===== src/design/tce_pkg.sv =====
// ----------------------------------------------------------------------------
// tce_pkg
// Shared types and constants for the transitive closure engine: row widths,
// register map, controller state encoding and the command/status bundles
// between controller and datapath.
// ----------------------------------------------------------------------------
package tce_pkg;

    localparam int ROW_W     = 16;  // columns carried in one row
    localparam int ROW_IDX_W = 4;   // width of the emitted row index
    localparam int VC_W      = 5;   // vertex_count register width
    localparam int ADDR_W    = 3;   // APB byte address width
    localparam int DATA_W    = 32;

    localparam logic [VC_W-1:0] VC_RESET = 5'd16;

    // register index, taken from paddr[2]
    localparam logic REG_VERTEX_COUNT = 1'b0;

    typedef enum logic [2:0] {
        ST_IDLE  = 3'b001,
        ST_CLOSE = 3'b010,
        ST_EMIT  = 3'b100
    } t_state;

    typedef struct packed {
        logic load;   // store the incoming row
        logic close;  // run one pivot step
        logic emit;   // present one closure row
    } t_dp_cmd;

    typedef struct packed {
        logic load_last;  // the next row completes the matrix
        logic step_last;  // step counter sits on row n-1
    } t_dp_sts;

endpackage


===== src/design/tce_ctrl.sv =====
// ----------------------------------------------------------------------------
// tce_ctrl
// Controller: walks load -> closure -> emit and drives the datapath commands.
// ----------------------------------------------------------------------------
module tce_ctrl (
    input  logic             i_clk,
    input  logic             i_rst_n,
    input  logic             i_start,
    input  tce_pkg::t_dp_sts i_sts,
    output tce_pkg::t_dp_cmd o_cmd,
    output logic             o_busy
);

    tce_pkg::t_state r_state;
    tce_pkg::t_state n_state;

    always_comb begin
        n_state     = r_state;
        o_cmd.load  = 1'b0;
        o_cmd.close = 1'b0;
        o_cmd.emit  = 1'b0;
        unique case (r_state)
            tce_pkg::ST_IDLE: begin
                o_cmd.load = i_start;
                if (i_start && i_sts.load_last) begin
                    n_state = tce_pkg::ST_CLOSE;
                end
            end
            tce_pkg::ST_CLOSE: begin
                o_cmd.close = 1'b1;
                if (i_sts.step_last) begin
                    n_state = tce_pkg::ST_EMIT;
                end
            end
            tce_pkg::ST_EMIT: begin
                o_cmd.emit = 1'b1;
                if (i_sts.step_last) begin
                    n_state = tce_pkg::ST_IDLE;
                end
            end
            default: begin
                n_state = tce_pkg::ST_IDLE;
            end
        endcase
    end

    always_ff @(posedge i_clk) begin
        if (!i_rst_n) begin
            r_state <= tce_pkg::ST_IDLE;
        end else begin
            r_state <= n_state;
        end
    end

    assign o_busy = (r_state != tce_pkg::ST_IDLE);

`ifndef SYNTH
    // the final pivot step hands over to the emit phase
    a_close_to_emit: assert property (@(posedge i_clk) disable iff (!i_rst_n)
        (r_state == tce_pkg::ST_CLOSE && i_sts.step_last) |=> (r_state == tce_pkg::ST_EMIT))
        else $error("closure did not move to emit");

    // a load is never issued while the engine is busy
    a_load_idle: assert property (@(posedge i_clk) disable iff (!i_rst_n)
        o_cmd.load |-> (!o_busy && !o_cmd.close && !o_cmd.emit))
        else $error("load issued during closure or emit");
`endif

endmodule


===== src/design/tce_datapath.sv =====
// ----------------------------------------------------------------------------
// tce_datapath
// Row store, load and step counters, one pivot step per cycle over all rows
// in parallel, and the registered result stage.
// ----------------------------------------------------------------------------
module tce_datapath #(
    parameter int MAX_VERTICES = 16
) (
    input  logic                              i_clk,
    input  logic                              i_rst_n,
    input  tce_pkg::t_dp_cmd                  i_cmd,
    input  logic [tce_pkg::VC_W-1:0]          i_vertex_count,
    input  logic [tce_pkg::ROW_W-1:0]         i_row_bits,
    output tce_pkg::t_dp_sts                  o_sts,
    output logic                              o_result_valid,
    output logic [tce_pkg::ROW_IDX_W-1:0]     o_row_index,
    output logic [tce_pkg::ROW_W-1:0]         o_reach_bits,
    output logic                              o_last_row
);

    localparam int CNT_W = $clog2(MAX_VERTICES + 1);
    localparam int IDX_W = $clog2(MAX_VERTICES);
    localparam int SX_W  = IDX_W + tce_pkg::ROW_IDX_W;

    logic [tce_pkg::ROW_W-1:0] r_rows [MAX_VERTICES];
    logic [CNT_W-1:0]          r_rows_loaded;
    logic [IDX_W-1:0]          r_step;

    logic [CNT_W-1:0]              n_act;
    logic [tce_pkg::ROW_W-1:0]     col_mask;
    logic [tce_pkg::ROW_W-1:0]     pivot_row;
    logic [SX_W-1:0]               step_ext;
    logic [tce_pkg::ROW_IDX_W-1:0] pivot_col;
    logic                          col_ok;

    // active vertex count: zero counts as one, saturate at the store depth
    always_comb begin
        if (i_vertex_count == '0) begin
            n_act = CNT_W'(1);
        end else if (32'(i_vertex_count) > 32'(MAX_VERTICES)) begin
            n_act = CNT_W'(MAX_VERTICES);
        end else begin
            n_act = CNT_W'(i_vertex_count);
        end
    end

    always_comb begin
        for (int j = 0; j < tce_pkg::ROW_W; j++) begin
            col_mask[j] = (32'(n_act) > j);
        end
    end

    assign o_sts.load_last = ((r_rows_loaded + CNT_W'(1)) >= n_act);
    assign o_sts.step_last = ((CNT_W'(r_step) + CNT_W'(1)) == n_act);

    assign step_ext  = SX_W'(r_step);
    assign pivot_col = step_ext[tce_pkg::ROW_IDX_W-1:0];
    // pivots past the last stored column change nothing
    assign col_ok    = (step_ext < SX_W'(tce_pkg::ROW_W));
    assign pivot_row = r_rows[r_step];

    always_ff @(posedge i_clk) begin
        if (i_cmd.load) begin
            r_rows[r_rows_loaded[IDX_W-1:0]] <= i_row_bits & col_mask;
        end else if (i_cmd.close) begin
            for (int i = 0; i < MAX_VERTICES; i++) begin
                if (col_ok && r_rows[i][pivot_col]) begin
                    r_rows[i] <= r_rows[i] | pivot_row;
                end
            end
        end
    end

    always_ff @(posedge i_clk) begin
        if (!i_rst_n) begin
            r_rows_loaded <= '0;
            r_step        <= '0;
        end else begin
            if (i_cmd.load) begin
                r_rows_loaded <= o_sts.load_last ? '0 : r_rows_loaded + CNT_W'(1);
            end
            if (i_cmd.close || i_cmd.emit) begin
                r_step <= o_sts.step_last ? '0 : r_step + IDX_W'(1);
            end
        end
    end

    // result register
    always_ff @(posedge i_clk) begin
        if (!i_rst_n) begin
            o_result_valid <= 1'b0;
        end else begin
            o_result_valid <= i_cmd.emit;
        end
    end

    always_ff @(posedge i_clk) begin
        if (i_cmd.emit) begin
            o_row_index  <= pivot_col;
            o_reach_bits <= pivot_row;
            o_last_row   <= o_sts.step_last;
        end
    end

`ifndef SYNTH
    // the load pointer always stays inside the row store
    a_load_in_range: assert property (@(posedge i_clk) disable iff (!i_rst_n)
        r_rows_loaded < CNT_W'(MAX_VERTICES))
        else $error("load pointer beyond row store");

    // closure and emit run with the load pointer cleared
    a_load_cleared: assert property (@(posedge i_clk) disable iff (!i_rst_n)
        (i_cmd.close || i_cmd.emit) |-> (r_rows_loaded == '0))
        else $error("row count not cleared after matrix completed");
`endif

endmodule


===== src/design/transitive_closure_engine_core.sv =====
// ----------------------------------------------------------------------------
// transitive_closure_engine_core
// Warshall transitive closure of a directed graph held as a bit matrix.
// ----------------------------------------------------------------------------
// Usage:
//   Rows of the adjacency matrix enter on i_row_bits, one item per cycle,
//   accepted when start is high and busy is low. Row bits at or beyond the
//   active vertex count n are dropped.
//   When the n-th row is accepted, busy rises and the closure runs one pivot
//   per cycle over all rows in parallel, then the closed rows leave one per
//   cycle on o_row_index / o_reach_bits / o_last_row, each marked by
//   o_result_valid for one cycle; o_last_row flags row n-1. Every result
//   row is registered in the result stage before it shows on the outputs.
//   busy falls in the cycle that shows the last row, so the next matrix can
//   load at once. Results cannot be held off: the sink takes every strobe.
//   vertex_count (APB, byte address 0, reset 16) sets n; zero acts as one and
//   values above MAX_VERTICES saturate. Reset clears the row count and returns
//   to the load phase; the row store keeps no reset value.
// ----------------------------------------------------------------------------
module transitive_closure_engine_core #(
    parameter int MAX_VERTICES = 16
) (
    input  logic                                i_clk,
    input  logic                                i_rst_n,
    input  logic                                start,
    output logic                                busy,
    input  logic [tce_pkg::ROW_W-1:0]           i_row_bits,
    output logic                                o_result_valid,
    output logic [tce_pkg::ROW_IDX_W-1:0]       o_row_index,
    output logic [tce_pkg::ROW_W-1:0]           o_reach_bits,
    output logic                                o_last_row,
    input  logic                                psel,
    input  logic                                penable,
    input  logic                                pwrite,
    input  logic [tce_pkg::ADDR_W-1:0]          paddr,
    input  logic [tce_pkg::DATA_W-1:0]          pwdata,
    output logic [tce_pkg::DATA_W-1:0]          prdata,
    output logic                                pready
);

    logic [tce_pkg::VC_W-1:0] r_vertex_count;
    logic                     reg_sel;
    tce_pkg::t_dp_cmd         dp_cmd;
    tce_pkg::t_dp_sts         dp_sts;

    assign pready  = 1'b1;
    assign reg_sel = (paddr[2] == tce_pkg::REG_VERTEX_COUNT);

    always_ff @(posedge i_clk) begin
        if (!i_rst_n) begin
            r_vertex_count <= tce_pkg::VC_RESET;
        end else if (psel && penable && pwrite && pready && reg_sel) begin
            r_vertex_count <= pwdata[tce_pkg::VC_W-1:0];
        end
    end

    assign prdata = reg_sel ? tce_pkg::DATA_W'(r_vertex_count) : '0;

    tce_ctrl u_ctrl (
        .i_clk   (i_clk),
        .i_rst_n (i_rst_n),
        .i_start (start),
        .i_sts   (dp_sts),
        .o_cmd   (dp_cmd),
        .o_busy  (busy)
    );

    tce_datapath #(
        .MAX_VERTICES (MAX_VERTICES)
    ) u_datapath (
        .i_clk          (i_clk),
        .i_rst_n        (i_rst_n),
        .i_cmd          (dp_cmd),
        .i_vertex_count (r_vertex_count),
        .i_row_bits     (i_row_bits),
        .o_sts          (dp_sts),
        .o_result_valid (o_result_valid),
        .o_row_index    (o_row_index),
        .o_reach_bits   (o_reach_bits),
        .o_last_row     (o_last_row)
    );

endmodule


===== config.mk =====
export PLATFORM = sky130hd
export DESIGN_NAME = transitive_closure_engine_core
export DESIGN_NICKNAME = d
export VERILOG_FILES = /design/src/design/tce_pkg.sv /design/src/design/tce_ctrl.sv /design/src/design/tce_datapath.sv /design/src/design/transitive_closure_engine_core.sv
export SDC_FILE = /design/constraint.sdc
export NUM_CORES = 1
export LEC_CHECK = 0
export BUFFER_PORTS_ARGS = -buffer_cell sky130_fd_sc_hd__buf_2
export CAP_MARGIN = 20
export CORE_MARGIN = 8
export CORE_UTILIZATION = 65
export CTS_BUF_LIST = sky130_fd_sc_hd__clkbuf_2 sky130_fd_sc_hd__clkbuf_4 sky130_fd_sc_hd__clkbuf_8
export DETAILED_ROUTE_END_ITERATION = 7
export GPL_ROUTABILITY_DRIVEN = 0
export PLACE_DENSITY_LB_ADDON = 0.15
export SYNTH_ARGS = -nofsm -noshare
export SYNTH_HDL_FRONTEND = slang
export SYNTH_HIERARCHICAL = 1
export SYNTH_SLANG_ARGS = --single-unit

===== constraint.sdc =====
create_clock -name i_clk -period 4.4 [get_ports i_clk]
set_input_delay 0.88 -clock i_clk [delete_from_list [all_inputs] [get_ports i_clk]]
set_output_delay 0.88 -clock i_clk [all_outputs]
set_load 0.02 [all_outputs]

# == Word level (Yosys, flattened, before mapping) ==
# Memories as Yosys holds them, arrays and structs flattened. A register that Yosys moved wholly into a read port is not among the register bits.
# Cells that the tools add are included.
# op_classes
addsub,3
order_cmp,20
n_eq_ne,8
mux,115
bitwise_logic,18
reduce_logical,24
# op_table
op,count
OR 16 bit,16
two-way mux 1 bit,86
binary-select mux 1 bit (select 4 bit),16
"> comparator 5 x 4 -> 1 bit, second input constant",8
"> comparator 5 x 3 -> 1 bit, second input constant",4
logical AND 1 bit,20
two-way mux 5 bit,4
bitwise AND 16 bit,1
two-way mux 16 bit,1
two-way mux 4 bit,4
OR reduction 16 bit,1
"> comparator 5 x 1 -> 1 bit, second input constant",2
"> comparator 5 x 2 -> 1 bit, second input constant",2
"less-than comparator 4 x 5 -> 1 bit, second input constant",2
two-way mux 3 bit,3
one-hot mux 3 bit (3 select lines),1
"inequality test 2 x 1 -> 1 bit, second input constant",3
"adder 4 x 1 -> 5 bit, second input constant",1
"adder 5 x 1 -> 5 bit, second input constant",1
== test 5 bit,1
>= comparator 5 bit,1
"> comparator 5 bit, second input constant",1
logical NOT 5 bit,1
"adder 4 x 1 -> 4 bit, second input constant",1
other kinds (7),7
# word_totals
ff_bits,39
ram_bits,256
inputBits,57
out_inout_bits,56
word_cells,197
mem_count,1
# memory_table
name,words,width,read_ports,rd_ports_with_merged_regs,wr,line_no,source
u_datapath.r_rows,16,16,17,1,16,tce_datapath.sv:25,logic [tce_pkg::ROW_W-1:0] r_rows [MAX_VERTICES];

# == Logic depth before layout (Yosys ltp) ==
# Gate-level depths: netlist of the first run.
# An unclocked memory read counts as a cell.
# logic_depth
depth_word,10
ltp_mapped,11
ltp_nobuf,10

# == Modules after synthesis ==
# Netlist of the first run, hierarchy kept.
# by_module_without_submodules
mod,n_inst,cells_each,area_per_inst_um2,seq_area_each_um2
tce_datapath,1,1408,17966.0,8598.2
transitive_closure_engine_core,1,58,479.2,100.1
tce_ctrl,1,19,175.2,60.1

# == Worst setup path before layout of the first run ==
# Ideal clock, no wire load.
# synth_path
path_type,input to register
startpoint,input port start
endpoint,"memory u_datapath/r_rows[10][0] (netlist bit), enable pin"
setup_time_ps,367
arrival_time_ps,2805
required_ps,4033
setup_slack_ps,1228
cell_stages,8
n_path_buf,3
path_cell_list,and4bb_2 > nor3b_1 > buf_2 > nand3_1 > o21ai_0 > buf_2 > buf_6 > a21o_1
# synth_rtl
item,line_no,source
start: declaration,transitive_closure_engine_core.sv:25,"input logic start,"
end: declaration,tce_datapath.sv:25,

==> results of run 1 <==
## cells by family (layout without fill, tap and decap cells)
family / Yosys count / in the layout / synth area share [%]
mux: 481 / 481 / 31.43
buf+inv: 160 / 204 / 6.343
simple gates: 387 / 387 / 8.984
compound gates: 144 / 144 / 5.369
fa+ha+maj: 8 / 8 / 0.5376
other cells: 2 / 28 / 0.04033
xor+xnor: 4 / 4 / 0.2621
flops: 299 / 299 / 47.04
## final timing paths
| check | to | slack (ns) | startpoint | depth (start not counted) |
|---|---|---|---|---|
| max | u_ctrl/r_state[1] | 0.79 | r_vertex_count[2] | 10 |
| max reg2reg | u_ctrl/r_state[1] | 0.79 | r_vertex_count[2] | 10 |
| min | r_vertex_count[2] | 0.54 | pwdata[2] | 3 |
| min reg2reg | u_ctrl/r_state[1] | 0.54 | u_ctrl/r_state[2] | 1 |
## worst min-delay path, cell delays in order
cell,delay [ns]
buf_2,0.09
nand2_1,0.04
mux2i_1,0.06
## area by class of cell
cell class,count,share of cell area [%]
repair buffers,99,3.487
multi-input cells,1052,44.62
inverters,7,0.1317
clock buffers,71,4.522
clock inverters,27,0.8719
flip-flops and latches,299,43.96
well taps,384,2.409
## where the power goes
group | leakage, nW | total (mW) | internal, mW | switching, mW
Combinational | 3.06 | 0.429 | 0.138 | 0.291
Sequential | 2.69 | 3.17 | 3.14 | 0.0264
Clock | 0.567 | 2.62 | 1.45 | 1.18
## stage by stage
step	area (sq um)	util (%)	setup WS, ns	hold slack [ns]
after global placement	18830	66.14	0.7034	0.5238
after CTS	19920	69.97	0.8968	0.5161
after floorplan	18720	-	1.228	0.4064
after global routing	19950	70.07	0.5002	0.5245
after detailed placement	18840	66.19	0.7291	0.5284
final	19950	70.07	0.7937	0.5355
## layer usage
metal  wire [microns]  global-route usage (%)  up-vias
met4             1699                   11.01        0
li1                 -                       -     5626
met3             3345                   4.355      114
met1            20640                   38.73     6518
met2            23110                   44.68      584
met5                0                       0        -
## synth_stat cells, types with 2 or more instances
master / n / area share, %
and2b_2: 6 / 0.28
o31ai_1: 5 / 0.20
nand2b_1: 7 / 0.24
buf_1: 2 / 0.040
xnor2_1: 2 / 0.094
a21o_1: 18 / 0.73
buf_8: 10 / 0.81
nand3b_1: 3 / 0.12
o2111ai_1: 2 / 0.094
a22oi_1: 63 / 2.5
buf_2: 21 / 0.56
clkbuf_1: 38 / 0.77
inv_1: 6 / 0.12
edfxtp_1: 277 / 45
nor2_2: 4 / 0.13
a21boi_0: 4 / 0.16
conb_1: 2 / 0.040
clkbuf_8: 6 / 0.44
ha_1: 8 / 0.54
dfxtp_1: 22 / 2.4
nor3_1: 2 / 0.054
and2_1: 4 / 0.13
o21ai_0: 26 / 0.70
nor2b_1: 9 / 0.30
o21a_1: 2 / 0.081
mux2i_1: 405 / 22
buf_6: 25 / 1.5
o21ai_1: 6 / 0.16
and4b_1: 3 / 0.16
and3_1: 3 / 0.10
mux4_2: 49 / 5.9
nand3_1: 21 / 0.56
nor2_1: 265 / 5.3
mux4_1: 26 / 3.7
nand2_1: 44 / 0.89
a21oi_1: 6 / 0.16
o32ai_1: 2 / 0.094
buf_4: 49 / 2.0
dlygate4sd1_1: 2 / 0.094
nor3b_1: 5 / 0.20
## flip-flops by register name, summed over array words and instances, names as in the netlist, named ones only
signal / count
u_datapath/r_rows: 256
u_datapath/o_row_index: 4
u_datapath/pivot_col: 4
u_datapath/o_last_row: 1
u_datapath/o_reach_bits: 16
u_ctrl/r_state: 3
u_datapath/o_result_valid: 1
u_datapath/r_rows_loaded: 5
r_vertex_count: 5
==> results.py, run 1 <==
metrics = {
    "setup_path": {
        "criticalPathCategory": "reg2reg",
        "crit_chain": "or4_1 -> o21ai_0 -> ha_1 -> nor2b_1 -> o21ai_0 -> o21ai_0 -> o21ai_0 -> nand3b_1 -> mux2_2 -> nor3b_1",
        "slowest_stage": "o21ai_0",
        "crit_family": "compound AO/OA/AOI/OAI gates",
        "crit_arrival_ns": 4.12,
        "startpoint_type": "flip-flop",
        "cp-end-kind": "flip-flop",
        "slowest_delay_ns": 0.61,
        "required_ns": 4.91,
        "cp_common_cell": "o21ai_0",
        "cp_num_buf_inv": 0,
        "cp_max_fo": 17,
    },
    "drt": {
        "wl_per_cell_microns": 25.16,
        "drt_iter0_drc": 1320,
        "vias": 12842,
        "drt-total-wl_microns": 48790,
        "drc": 0,
        "drtAntennaViolNets": 0,
        "routed_via_density": 6.623,
        "drtPass1Iterations": 5,
    },
    "final_layout": {
        "seq_area_sq_mm": 0.008768,
        "final_cell_mix": "mux2i_1, edfxtp_1, nor2_1",
        "fillers": 2116,
        "antenna_cells": 0,
        "syn_to_final_growth_pct": 7.130,
        "drive_gt1_share_pct": 17.88,
        "final_cells": 1939,
        "layout_commonest_cell": "mux2i_1",
        "multi_input_area_sq_mm": 0.008901,
        "fin_nets": 1576,
    },
    "global_route": {
        "gr-total-overflow": 0,
        "grt_max_degree": 59,
        "grt_pass1_wl_microns": 74600,
        "antenna_found_initial": 0,
        "grt_util_all_layers_pct": 28.19,
        "first_global_vias": 12914,
    },
    "synthesis": {
        "synth_edf_count": 277,
        "syn_avg_cell_area_sq_um": 12.54,
        "synth_seq_cells": 299,
        "ys_types": 65,
        "async_reset_ff_share_pct": 0,
        "netlist_area_sq_mm": 0.01862,
        "yosysWarningCount": 6,
        "ys_seq_area_share_pct": 47.04,
        "postSynthCellCount": 1485,
        "synth-main-ff-cell": "edfxtp_1",
    },
    "die": {
        "coreArea_sq_mm": 0.02847,
        "pin_count": 113,
        "die-width_microns": 185.3,
        "die_area_sq_mm": 0.03432,
        "start_util_pct": 65.40,
        "placementRows": 62,
        "die_h_microns": 185.3,
    },
    "clock_tree": {
        "cts_made_buffers": 52,
        "ctsResizeCount": 0,
        "cts_setup_buffers": 0,
        "clk_latency_ns": 0.59,
        "cts_buffer_depth": 3,
        "h-tree-depth": 2,
        "root_buffer": "clkbuf_8",
        "clkSlewWorstSetupHoldPaths_ns": 0.07,
        "cts_hold_buf": 0,
        "cts_tree": "yes",
        "cts_num_sinks": 299,
    },
    "timing": {
        "tns_ns": 0,
        "rsz0062_at_grt": "no",
        "setup_viol": 0,
        "min_period_ns": 3.606,
        "period_share_pct": 81.96,
        "worst_clock_skew_ns": 0.01907,
        "worstMarginPinSlew_ns": 1.079,
        "drv_slew": 0,
        "hold_viol_final": 0,
        "maxSlewHeadroom_pct": 27.72,
        "fmax_mhz": 277.3,
    },
    "status": {
        "run_status": "finished clean",
    },
    "power_and_ir_drop": {
        "ir_worst_vdd_uv": 267.0,
        "powerDensity_mw_per_mm2": 312.0,
        "total_power_mw": 6.225,
        "power.leakage_nw": 6.312,
    },
    "placement": {
        "port_buffers": 55,
        "dp_hpwl_microns": 33220,
        "dp.cells": 1840,
    },
    "job": {
        "maxCapViolations": 0,
    },
    "min_path": {
        "hold_class": "in2reg",
    },
}
Note: power is estimated with default switching activity, not from simulation.
==> run 2: changes to the inputs <==
CORE_UTILIZATION = 64   (was 65)
clock period = 3.6 ns   (was 4.4 ns; I/O delays follow)
==> run 2 against run 1 <==
Effect of this change:
- count of clock-buffer cells in the layout grew 9
- clock skew grew 0.013 ns
- critical path type unchanged
- utilization shrank 0.25 points
- die area grew 1.4%
- routed wire length grew 5.2%
- largest power group unchanged
- hold slack lost 0.16 ns
- critical endpoint is now u_datapath/r_rows[1][7]
- sequential cell count is the same
- sequential power grew 22%
==> results.py, run 2 (same netlist as run 1, synthesis figures left out) <==
metrics = {
    "die": {
        "die-width_microns": 186.6,
        "start_util_pct": 64.87,
        "pin_count": 113,
        "placementRows": 62,
        "die_h_microns": 186.6,
        "coreArea_sq_mm": 0.02870,
        "die_area_sq_mm": 0.03481,
    },
    "setup_path": {
        "r2r_end": "u_datapath/r_rows[1][7]",
        "startpoint": "u_datapath/pivot_col[0]",
        "crit_arrival_ns": 3.30,
        "crit_family": "compound AO/OA/AOI/OAI gates",
        "crit_chain": "buf_4 -> mux2i_1 -> a22oi_1 -> nand2_1 -> o21ai_2 -> buf_4 -> mux2i_1",
        "reg2regPathDepth": 7,
        "slowest_stage": "o21ai_2",
        "r2r-start": "u_datapath/pivot_col[0]",
        "critPathCapture": "u_datapath/r_rows[1][7]",
        "required_ns": 3.86,
        "criticalPathCategory": "reg2reg",
        "cp-end-kind": "flip-flop",
        "cp_num_cells": 7,
        "cp_num_buf_inv": 2,
        "cp_max_fo": 21,
        "startpoint_type": "flip-flop",
        "slowest_delay_ns": 0.68,
        "ff2ff_setup_slack_ns": 0.56,
    },
    "final_layout": {
        "drive_gt1_share_pct": 18.72,
        "largest_register": "u_datapath/r_rows",
        "layout_commonest_cell": "mux2i_1",
        "largest_reg_flops": 256,
        "top_regs": "u_datapath/r_rows: 256 flops, u_datapath/o_reach_bits: 16 flops",
        "syn_to_final_growth_pct": 7.627,
        "final_cell_mix": "mux2i_1, edfxtp_1, nor2_1",
        "antenna_cells": 0,
        "fin_nets": 1594,
    },
    "status": {
        "run_status": "finished clean",
    },
    "timing": {
        "worst_clock_skew_ns": 0.03177,
        "rsz0062_at_grt": "no",
        "worstMarginPinSlew_ns": 1.129,
        "postLayoutSetupSlackWorst_ns": 0.5635,
        "tns_ns": 0,
        "drv_slew": 0,
        "maxSlewHeadroom_pct": 24.70,
        "min_period_ns": 3.036,
        "finalHoldWorstSlack_ns": 0.3764,
        "period_share_pct": 84.35,
        "setup_viol": 0,
        "fmax_mhz": 329.3,
        "hold_viol_final": 0,
    },
    "clock_tree": {
        "cts_setup_buffers": 0,
        "cts_buffer_depth": 3,
        "cts_tree": "yes",
        "cts_num_sinks": 299,
        "ctsResizeCount": 0,
        "cts_made_buffers": 52,
        "cts_hold_buf": 0,
        "root_buffer": "clkbuf_8",
        "clk_latency_ns": 0.59,
        "clkSlewWorstSetupHoldPaths_ns": 0.06,
        "h-tree-depth": 2,
    },
    "drt": {
        "drt_iter0_drc": 1399,
        "wl_per_cell_microns": 26.35,
        "vias": 13014,
        "drtAntennaViolNets": 0,
        "drt-total-wl_microns": 51350,
        "drtPass1Iterations": 5,
        "drc": 0,
        "routed_via_density": 6.677,
    },
    "global_route": {
        "first_global_vias": 13034,
        "gr-total-overflow": 0,
        "grt_pass1_wl_microns": 77960,
        "grt_max_degree": 49,
        "antenna_found_initial": 0,
        "grt_util_all_layers_pct": 28.53,
    },
    "power_and_ir_drop": {
        "ir_worst_vdd_uv": 279.8,
        "total_power_mw": 7.502,
        "powerDensity_mw_per_mm2": 374.3,
        "power.leakage_nw": 6.390,
    },
    "job": {
        "maxCapViolations": 0,
    },
    "placement": {
        "place_ws_ns": 0.5714,
        "port_buffers": 55,
        "dp_hpwl_microns": 34460,
    },
    "min_path": {
        "hold_class": "in2reg",
    },
}
==> run 2: area by class of cell <==
type / count / area (sq um)
inverters: 7 / 26.28
multi-input cells: 1052 / 8901
repair buffers: 117 / 853.3
well taps: 384 / 480.5
flip-flops and latches: 299 / 8768
clock inverters: 10 / 41.29
clock buffers: 80 / 969.7
fillers: 2099 / 8662
==> run 2: tightest hold or removal path, stage by stage <==
cell     delay, ns
buf_2         0.09
nand2_1       0.04
mux2i_1       0.05
==> run 2: worst min-delay path by stage <==
| stage | from | endpoint | cells past startpoint |
|---|---|---|---|
| global placement | u_ctrl/r_state[2] | u_ctrl/r_state[1] | 1 |
| CTS | pwdata[3] | r_vertex_count[3] | 3 |
| detailed placement | u_ctrl/r_state[2] | u_ctrl/r_state[1] | 1 |
| global route | pwdata[3] | r_vertex_count[3] | 3 |
| finish | pwdata[3] | r_vertex_count[3] | 3 |
| floorplan | u_datapath/pivot_col[3] | u_datapath/o_row_index[3] | 0 |
==> run 2: metal layers <==
layer / track usage (%) / routed length, microns / vias to the layer above / share of wire, %
met4: 10.97 / 1800 / 0 / 3.5
met1: 37.39 / 20660 / 6547 / 40
met5: 0 / 0 / - / 0
li1: - / - / 5671 / -
met3: 5.798 / 4398 / 131 / 8.6
met2: 46.38 / 24500 / 665 / 48
==> run 2: report_power, final <==
part | internal [mW] | leakage (nW) | switching, mW
combinational | 0.179 | 3.16 | 0.374
clock | 1.70 | 0.544 | 1.38
sequential | 3.84 | 2.69 | 0.0307
==> run 2: metrics by stage <==
step / instances / utilization, % / area (sq um)
floorplan: 1511 / - / 18720
global placement: 1859 / 66.30 / 19030
detailed placement: 1859 / 66.30 / 19030
CTS: 1949 / 69.82 / 20040
global route: 1949 / 69.82 / 20040
finish: 1949 / 69.82 / 20040
